<file path="config.mk">
export PLATFORM = sky130hd
export DESIGN_NAME = fifo_pair_matcher_with_cancel
export DESIGN_NICKNAME = d
export VERILOG_FILES = /design/src/hdl/fpm_pkg.sv /design/src/hdl/fpm_queue.sv /design/src/hdl/fifo_pair_matcher_with_cancel.sv
export SDC_FILE = /design/constraint.sdc
export NUM_CORES = 2
export LEC_CHECK = 0
export BUFFER_PORTS_ARGS = -buffer_cell sky130_fd_sc_hd__buf_4
export CAP_MARGIN = 25
export CORE_MARGIN = 2
export CORE_UTILIZATION = 35
export CTS_BUF_LIST = sky130_fd_sc_hd__clkbuf_8
export CTS_CLUSTER_SIZE = 25
export DETAILED_ROUTE_END_ITERATION = 16
export GPL_TIMING_DRIVEN = 0
export PLACE_DENSITY = 0.54
export SYNTH_ARGS = -nofsm -noshare
export SYNTH_HDL_FRONTEND = slang
export SYNTH_SLANG_ARGS = --single-unit
</file>
<file path="constraint.sdc">
create_clock -name clk -period 18.7 [get_ports clk]
set_input_delay 0 -clock clk [delete_from_list [all_inputs] [get_ports clk]]
set_output_delay 0 -clock clk [all_outputs]
set_load 0.005 [all_outputs]
</file>
<file path="src/hdl/fpm_pkg.sv">
// Shared constants, codes and types of the pair matcher.
`default_nettype none

package fpm_pkg;

  // Identifier and queue geometry.
  localparam int ID_W     = 10;
  localparam int ID_COUNT = 1024;
  localparam int ID_AW    = $clog2(ID_COUNT);
  localparam int Q_DEPTH  = 64;
  localparam int Q_AW     = $clog2(Q_DEPTH);
  localparam int Q_CW     = Q_AW + 1;

  // Command codes.
  localparam logic [1:0] CMD_ADD_CONS = 2'd0;
  localparam logic [1:0] CMD_ADD_PROV = 2'd1;
  localparam logic [1:0] CMD_MATCH    = 2'd2;
  localparam logic [1:0] CMD_CANCEL   = 2'd3;

  // Result status codes.
  localparam logic [1:0] STAT_ACCEPTED = 2'd0;
  localparam logic [1:0] STAT_MATCHED  = 2'd1;
  localparam logic [1:0] STAT_NO_MATCH = 2'd2;
  localparam logic [1:0] STAT_FULL     = 2'd3;

  typedef logic [ID_W-1:0] id_t;

  // Requests from the sequencer to one queue.
  typedef struct packed {
    logic push;
    logic pop;
    logic rd;
  } q_ctrl_t;

  // Occupancy flags reported by one queue.
  typedef struct packed {
    logic empty;
    logic full;
  } q_stat_t;

endpackage

`default_nettype wire

</file>
<file path="src/hdl/fpm_queue.sv">
// Circular ID queue held in a synchronous memory with head and count registers.
`default_nettype none

module fpm_queue
  import fpm_pkg::*;
(
  input  wire logic    clk,
  input  wire logic    rst,
  input  wire q_ctrl_t ctrl,
  input  wire id_t     wr_data,
  output id_t          rd_data,
  output q_stat_t      stat
);

  id_t              mem [Q_DEPTH];
  logic [Q_AW-1:0]  head;
  logic [Q_CW-1:0]  count;
  logic [Q_AW-1:0]  tail;
  logic             do_push;
  logic             do_pop;

  // The tail wraps naturally because the depth is a power of two.
  assign tail       = head + count[Q_AW-1:0];
  assign stat.empty = (count == '0);
  assign stat.full  = (count == Q_CW'(Q_DEPTH));
  assign do_push    = ctrl.push && !stat.full;
  assign do_pop     = ctrl.pop && !stat.empty;

  // Head pointer and fill count.
  always_ff @(posedge clk) begin
    if (rst) begin
      head  <= '0;
      count <= '0;
    end else if (do_push) begin
      count <= count + 1'b1;
    end else if (do_pop) begin
      head  <= head + 1'b1;
      count <= count - 1'b1;
    end
  end

  // Entry storage: write at the tail, registered read at the head.
  always_ff @(posedge clk) begin
    if (do_push) begin
      mem[tail] <= wr_data;
    end
    if (ctrl.rd) begin
      rd_data <= mem[head];
    end
  end

endmodule

`default_nettype wire

</file>
<file path="src/hdl/fifo_pair_matcher_with_cancel.sv">
// Add consumer, add provider and cancel load the result register on acceptance.
// A match walks the consumer head, skipping the cancelled consumers found there;
// each head examined costs a queue read, a bitmap read and a test of the active bit.
// A match on an empty consumer queue reports no match. One transaction is in work at a time.
// After reset the active bitmap is cleared in a pass over all IDs with cmd_stall high;
// queues start empty and the result register starts invalid.
`default_nettype none

module fifo_pair_matcher_with_cancel
  import fpm_pkg::*;
(
  input  wire logic       clk,
  input  wire logic       rst,
  input  wire logic       cmd_valid,
  output logic            cmd_stall,
  input  wire logic [1:0] command,
  input  wire id_t        id,
  output logic            res_valid,
  input  wire logic       res_stall,
  output logic [1:0]      status,
  output id_t             provider_id,
  output id_t             consumer_id
);

  localparam logic [2:0] S_CLEAR = 3'd0;
  localparam logic [2:0] S_IDLE  = 3'd1;
  localparam logic [2:0] S_FRONT = 3'd2;
  localparam logic [2:0] S_LOOK  = 3'd3;
  localparam logic [2:0] S_TEST  = 3'd4;

  logic [2:0]       state;
  logic [2:0]       state_next;
  logic [ID_AW-1:0] clr_idx;
  logic             ready;
  logic             accept;

  q_ctrl_t          cq_ctrl;
  q_ctrl_t          pq_ctrl;
  q_stat_t          cq_stat;
  q_stat_t          pq_stat;
  id_t              cq_rd;
  id_t              pq_rd;

  logic             active_mem [ID_COUNT];
  logic             bm_we;
  logic [ID_AW-1:0] bm_waddr;
  logic             bm_wdata;
  logic             bm_re;
  logic [ID_AW-1:0] bm_raddr;
  logic             bm_rdata;

  logic             res_load;
  logic [1:0]       status_next;
  id_t              prov_next;
  id_t              cons_next;

  // Consumer and provider queues.
  fpm_queue u_cons_q (
    .clk     (clk),
    .rst     (rst),
    .ctrl    (cq_ctrl),
    .wr_data (id),
    .rd_data (cq_rd),
    .stat    (cq_stat)
  );

  fpm_queue u_prov_q (
    .clk     (clk),
    .rst     (rst),
    .ctrl    (pq_ctrl),
    .wr_data (id),
    .rd_data (pq_rd),
    .stat    (pq_stat)
  );

  // A new transaction is taken when idle and the result register is free or draining.
  assign ready     = (state == S_IDLE) && (!res_valid || !res_stall);
  assign accept    = cmd_valid && ready;
  assign cmd_stall = !ready;

  // Active bitmap memory with a registered read port.
  always_ff @(posedge clk) begin
    if (bm_we) begin
      active_mem[bm_waddr] <= bm_wdata;
    end
    if (bm_re) begin
      bm_rdata <= active_mem[bm_raddr];
    end
  end

  // Sequencer: clears the bitmap after reset, decodes commands and walks the consumer head on a match.
  always_comb begin
    state_next  = state;
    cq_ctrl     = '0;
    pq_ctrl     = '0;
    bm_we       = 1'b0;
    bm_waddr    = id[ID_AW-1:0];
    bm_wdata    = 1'b0;
    bm_re       = 1'b0;
    bm_raddr    = cq_rd[ID_AW-1:0];
    res_load    = 1'b0;
    status_next = STAT_ACCEPTED;
    prov_next   = '0;
    cons_next   = '0;
    case (state)
      S_CLEAR: begin
        bm_we    = 1'b1;
        bm_waddr = clr_idx;
        if (clr_idx == ID_AW'(ID_COUNT - 1)) begin
          state_next = S_IDLE;
        end
      end
      S_IDLE: begin
        if (accept) begin
          case (command)
            CMD_ADD_CONS: begin
              res_load = 1'b1;
              if (cq_stat.full) begin
                status_next = STAT_FULL;
              end else begin
                cq_ctrl.push = 1'b1;
                bm_we        = 1'b1;
                bm_wdata     = 1'b1;
              end
            end
            CMD_ADD_PROV: begin
              res_load = 1'b1;
              if (pq_stat.full) begin
                status_next = STAT_FULL;
              end else begin
                pq_ctrl.push = 1'b1;
              end
            end
            CMD_MATCH: begin
              state_next = S_FRONT;
            end
            default: begin
              // Cancel only clears the active bit and reports acceptance.
              res_load = 1'b1;
              bm_we    = 1'b1;
            end
          endcase
        end
      end
      S_FRONT: begin
        if (cq_stat.empty) begin
          res_load    = 1'b1;
          status_next = STAT_NO_MATCH;
          state_next  = S_IDLE;
        end else begin
          cq_ctrl.rd = 1'b1;
          pq_ctrl.rd = 1'b1;
          state_next = S_LOOK;
        end
      end
      S_LOOK: begin
        bm_re      = 1'b1;
        state_next = S_TEST;
      end
      S_TEST: begin
        if (!bm_rdata) begin
          // Cancelled consumer at the head is discarded.
          cq_ctrl.pop = 1'b1;
          state_next  = S_FRONT;
        end else if (pq_stat.empty) begin
          res_load    = 1'b1;
          status_next = STAT_NO_MATCH;
          state_next  = S_IDLE;
        end else begin
          cq_ctrl.pop = 1'b1;
          pq_ctrl.pop = 1'b1;
          bm_we       = 1'b1;
          bm_waddr    = cq_rd[ID_AW-1:0];
          res_load    = 1'b1;
          status_next = STAT_MATCHED;
          prov_next   = pq_rd;
          cons_next   = cq_rd;
          state_next  = S_IDLE;
        end
      end
      default: begin
        state_next = S_IDLE;
      end
    endcase
  end

  // State and clearing-pass counter.
  always_ff @(posedge clk) begin
    if (rst) begin
      state   <= S_CLEAR;
      clr_idx <= '0;
    end else begin
      state <= state_next;
      if (state == S_CLEAR) begin
        clr_idx <= clr_idx + 1'b1;
      end
    end
  end

  // Result register.
  always_ff @(posedge clk) begin
    if (rst) begin
      res_valid <= 1'b0;
    end else if (res_load) begin
      res_valid <= 1'b1;
    end else if (!res_stall) begin
      res_valid <= 1'b0;
    end
  end

  always_ff @(posedge clk) begin
    if (res_load) begin
      status      <= status_next;
      provider_id <= prov_next;
      consumer_id <= cons_next;
    end
  end

endmodule

`default_nettype wire

</file>
# After elaboration in Yosys (flattened, before gate mapping)
# Memory sizes are Yosys's and may differ from the RTL's. A register that Yosys moved wholly into a read port is not among the register bits.
# Cells that the tools add are included.
# classes
n_eq_ne	13
mux	53
bitwise_logic	4
n_reduce_logical	25
add_sub_neg	9
# ops
operator	count
two-way mux 1 bit	29
two-way mux 7 bit	4
two-way mux 10 bit	2
one-hot mux 10 bit (2 select lines)	1
two-way mux 2 bit	8
one-hot mux 3 bit (5 select lines)	1
adder 7 x 1 -> 7 bit (second input constant)	2
== test 7 bit (second input constant)	2
logical NOT 7 bit	2
subtractor 7 x 1 -> 7 bit (second input constant)	2
adder 6 x 1 -> 6 bit (second input constant)	2
adder 6 bit	2
adder 10 x 1 -> 10 bit (second input constant)	1
== test 10 bit (second input constant)	1
two-way mux 3 bit	3
logical NOT 1 bit	7
== test 3 x 2 -> 1 bit (second input constant)	2
logical AND 1 bit	6
one-hot mux 1 bit (3 select lines)	2
one-hot mux 2 bit (3 select lines)	1
inequality test 2 x 1 -> 1 bit (second input constant)	2
inequality test 2 bit (second input constant)	2
inverter 1 bit	4
one-hot mux 2 bit (2 select lines)	1
other kinds (13)	15
# word_totals
ff_bits	62
out_inout_bits	24
ram_bits	2304
n_memories	3
elab_cells	117
# mem_list
name	words	width	read_ports	rd_clocked_by_memory_dff	wr	line_no	source
active_mem	1024	1	1	1	1	fifo_pair_matcher_with_cancel.sv:44	logic active_mem [ID_COUNT];
u_cons_q.mem	64	10	1	1	1	fpm_queue.sv:15	id_t mem [Q_DEPTH];
u_prov_q.mem	64	10	1	1	1	fpm_queue.sv:15	

# Depth between registers and ports, before layout
# logic_depth
word_depth	9
depth_mapped	15
ltp_nobuf	13

# Modules after synthesis
# A second synthesis with hierarchy kept.
# unflattened
hier_cells	5943
hier_area_um2	99007.5
# by_module_without_submodules
module	area_per_inst_um2	cells_each	n_inst
fpm_queue	26276.5	1346	2
fifo_pair_matcher_with_cancel	46454.6	3251	1

# Least setup slack after synthesis
# No wires, ideal clock.
# synth_timing
path_kind	flip-flop to flip-flop
start	register state[2]
end	memory active_mem[0] (data pin)
period_less_slack_ns	14.874
arrival_ns	12.378
stages_incl_launch_ff	8
slack_ns	3.826
setup_ns	2.497
n_path_buf	2
cell_sequence	dfxtp_1 clkbuf_1 nand2b_1 nor2_1 and3_1 clkbuf_1 nand3_1 inv_1
# synth_via
elab_chain_len	5
# synth_lines
item	line_no	source
from (decl)	fifo_pair_matcher_with_cancel.sv:31	logic [2:0] state;
from (signal assigned)	fifo_pair_matcher_with_cancel.sv:193	state <= state_next;
== test 3 x 1 -> 1 bit (*)	fifo_pair_matcher_with_cancel.sv:77, fifo_pair_matcher_with_cancel.sv:105	
logical AND 1 bit	fifo_pair_matcher_with_cancel.sv:77	assign ready = (state == S_IDLE) && (!res_valid || !res_stall);
logical AND 1 bit	fifo_pair_matcher_with_cancel.sv:78	assign accept = cmd_valid && ready;
two-way mux 1 bit	fifo_pair_matcher_with_cancel.sv:114	if (accept) begin
two-way mux 1 bit (*)	fifo_pair_matcher_with_cancel.sv:105	case (state)
via bm_wdata	fifo_pair_matcher_with_cancel.sv:47	logic bm_wdata;
to (decl)	fifo_pair_matcher_with_cancel.sv:44	
# Mark *: on every way through the listed nets, which the timed path passes. The rest lies on a longest branch.

==> summary.md <==
| Metric | Value |
|---|---|
| Final setup skew | `0.0822 ns` |
| Fmax | `179 MHz` |
| Largest net degree at the start of global routing | `211` |
| Worst-Margin Slew | `1.26 ns` |
| Synth warn | `0` |
| Gr usage total | `20.6%` |
| Post-synthesis compound-gate area fraction | `between 1.5 and 2%` |
| Hpwl dp | `195 mm` |
| Syn Nets | `roughly 5500` |
| Final Worst Setup Slack | `~13 ns` |
| CP Data Arrival Time | `6.28 ns` |
| CTS tree | `yes` |
| Syn avg cell area | `approximately 18 sq um` |
| DRC viols | `0` |
| WS Path Type | `reg -> reg` |
| Antenna Nets Post-Route | `0` |
| GR Overflow Total | `0` |
| Tmin final | `approximately 5.6 ns` |
| Post-synth cell types | `77` |
| Share of cells above drive strength 1 | `23.2%` |
| Fraction of synthesized area in multiplexers | `15.9%` |
| CTS Buf Count | `around 410` |
| Final setup viols | `0` |
| Setup Slack @ Placement | `13.21 ns` |
| Placed cell area | `104000 sq um` |
| DR vias | `~55000` |
| Ys flop type | `edfxtp_1` |
| Ports | `40` |
| Hold_sp | `id[0]` |
| Nets | `6170` |
| Post-synthesis simple-gate area fraction | `6.47%` |
| Detailed Routing Iterations Pass 1 | `5` |
| Synth Area in Adders | `0.428%` |
| MaxCap Viol Count | `0` |
| CTS Root Cell | `clkbuf_8` |
| Layout area overhead | `15.5%` |
| Multi-input gate area in the final layout | `24500 sq um` |
| CTS max path bufs | `4` |
| Initial antenna violation count | `12` |
| Starting Density | `a little over a third` |
| Fraction of registers with async set/reset | `0%` |
| Run status | `completed` |
| Combinational family with the most area after synthesis | `multiplexers` |
| CTS resizes | `0` |
| LEAKAGE | `37.2 nW` |
| RSZ-0062 raised after global routing | `no` |
| Die Width | `532 um` |
| Rel. slew slack | `15.4%` |
| Cells after Synth | `5447` |
| Power per cell area | `90.5 nW/um^2` |
| WHS | `0.0678 ns` |
| CP Max Fanout | `10` |
| Vias in the first global route | `around 55000` |
| Routed wire length | `roughly 300 mm` |
| DR iter-0 viols | `6967` |
| VDD IR-drop max | `0.0640 mV` |
| Post-synthesis xor/xnor area fraction | `0.386%` |
| Crit path capture type | `flip-flop` |
| Core outline area | `between 200000 and 300000 sq um` |
| Seq/Total Area, Yosys | `73.0%` |
| EDFF count, synth | `2347` |
| GPL Wtd Cong | `approximately 0.90` |
| R2R setup slack | `13.12 ns` |
| Wire length per cell | `~30 um` |
| Via/cell ratio | `5.46` |
| Worst flop-to-flop path startpoint | `u_cons_q.rd_data[1]` |
| Setup bufs post-CTS | `0` |
| Rows | `193` |
| Mapped Area | `97600 sq um` |
| Die ar. | `~280000 sq um` |
| Worst flop-to-flop path endpoint | `bm_rdata` |
| Post-route cell area | `113000 sq um` |
| Clock Sinks | `about 2400` |
| Fin util | `40.7%` |
| Height of the die | `532 um` |
| Critical path startpoint category | `flip-flop` |
| Register area | `~70000 sq um` |
| Port buffer count | `39` |
| Clk slew on worst S/H paths | `0.06 ns` |
| CP Data Required Time | `~19 ns` |
| Fin. max-slew vios | `0` |
| Worst Hold End | `u_prov_q.mem[2][0]` |
| Global-route wire length before repair | `415 mm` |
| R2R cell count | `13` |
| # fillers | `~25000` |
| Worst-skew pair later-pin latency | `1.09 ns` |
| CTS H-tree depth | `5` |
| Hold Path Class | `in -> reg` |
| Part of the cycle the worst path needs | `29.8%` |
| Seq cells post-synth | `2387` |
| Hold path cells | `3` |
| Final Hold Vio Count | `0` |
==> worst max path at each step <==
stage | start | end | cells past startpoint
5_1_grt | u_cons_q.head[1] | u_cons_q.mem[24][0] | 9
3_3_place_gp | state[2] | active_mem[280] | 7
6_report | u_cons_q.rd_data[1] | bm_rdata | 13
2_1_floorplan | state[2] | active_mem[0] | 7
3_5_place_dp | u_cons_q.head[1] | u_cons_q.mem[48][2] | 9
4_1_cts | u_cons_q.head[1] | u_cons_q.mem[48][8] | 9
==> layout make-up <==
class	count	share of cell area (%)
clock buffer	427	5.22
buffer	398	1.53
multi-input combinational	2633	21.8
inverter	29	0.103
sequential	2387	63.3
antenna	10	0.0222
tap	3705	4.11
clock inverter	297	1.14
timing repair buffer	263	2.86
==> registers in the layout, summed over array words and instances, names as in the netlist <==
register          count
bm_rdata              1
u_cons_q.rd_data     10
u_prov_q.count        7
u_prov_q.mem        640
clr_idx              10
provider_id          10
consumer_id          10
u_cons_q.head         6
state                 3
u_prov_q.head         6
u_cons_q.count        7
u_cons_q.mem        640
active_mem         1024
res_valid             1
u_prov_q.rd_data     10
status                2
==> Yosys cell counts, types with 11 or more instances <==
cell | count | area (sq um)
nand4_1 | 16 | 100
nand3_1 | 37 | 185
and3_1 | 15 | 93.8
nor3_1 | 20 | 100
dfxtp_1 | 40 | 801
clkbuf_1 | 219 | 822
xor2_1 | 18 | 158
buf_4 | 13 | 97.6
nand2b_1 | 13 | 81.3
ha_1 | 27 | 338
inv_1 | 26 | 97.6
nand2_1 | 141 | 529
nor2_1 | 1237 | 4640
a22oi_1 | 49 | 368
mux4_2 | 636 | 14300
a21oi_1 | 46 | 230
mux2i_1 | 98 | 981
xnor2_1 | 25 | 219
o22ai_1 | 21 | 131
buf_2 | 60 | 300
o221ai_1 | 29 | 254
and2_1 | 23 | 144
buf_1 | 93 | 349
buf_6 | 11 | 124
nor2b_1 | 25 | 156
mux2_2 | 19 | 214
o21ai_0 | 13 | 65.1
edfxtp_1 | 2347 | 70500
==> stage by stage <==
stage | instances | TNS, ns | power (mW)
floorplan | 5447 | 0 | 5.96
global placement | 9191 | -4420.49 | 6.03
detailed placement | 9310 | 0 | 6.05
CTS | 10100 | 0 | 10.3
global route | 10100 | 0 | 10.5
finish | 10100 | 0 | 10.2
==> repair_timing <==
action	4_1_cts	5_1_grt
hold buffers	34	0
endpoints found under the setup margin	0	0
hold endpoints to repair	1322	0
==> cells in the final DEF, fill, tap and decap left out, types with 98 or more instances in the layout <==
| cell type | instances |
|---|---|
| nand2_1 | 141 |
| mux2i_1 | 98 |
| edfxtp_1 | 2347 |
| clkbuf_8 | 427 |
| inv_1 | 169 |
| mux4_2 | 636 |
| nor2_1 | 1236 |
| clkinv_1 | 102 |
| buf_4 | 116 |
| clkbuf_1 | 215 |
==> cell families after synthesis <==
family	count (synthesis)
compound gates	246
xor+xnor	43
fa+ha+maj	31
buf+inv	427
flops	2387
mux	753
simple gates	1560
==> report_power, final <==
group | leakage [nW] | internal, mW | switching (mW) | total, mW
registers | 24.2 | 5.83 | 0.00107 | 5.83
logic | 8.82 | 0.0218 | 0.0874 | 0.109
clock network | 4.22 | 2.14 | 2.11 | 4.25
total | 37.2 | 8.00 | 2.20 | 10.2
==> worst max-delay path: stages (launching register included) <==
cell	delay [ns]
edfxtp_1	0.33
buf_2	0.17
buf_2	0.38
buf_2	0.47
buf_2	0.69
buf_2	0.51
buf_2	0.55
mux4_2	0.44
a22oi_1	0.32
a21oi_1	0.12
o21ai_0	0.40
nand2_1	0.18
nand4_1	0.23
nand4_1	0.35
==> metal layers <==
metal | track usage (%) | wire length [um] | vias up
li1 | - | - | 22800
met1 | 27.4 | 119000 | 29300
met2 | 33.1 | 141000 | 2659
met3 | 4.28 | 25100 | 664
met4 | 7.70 | 12100 | 0
met5 | 0 | 0 | -
(Power assumes the default switching activity.)
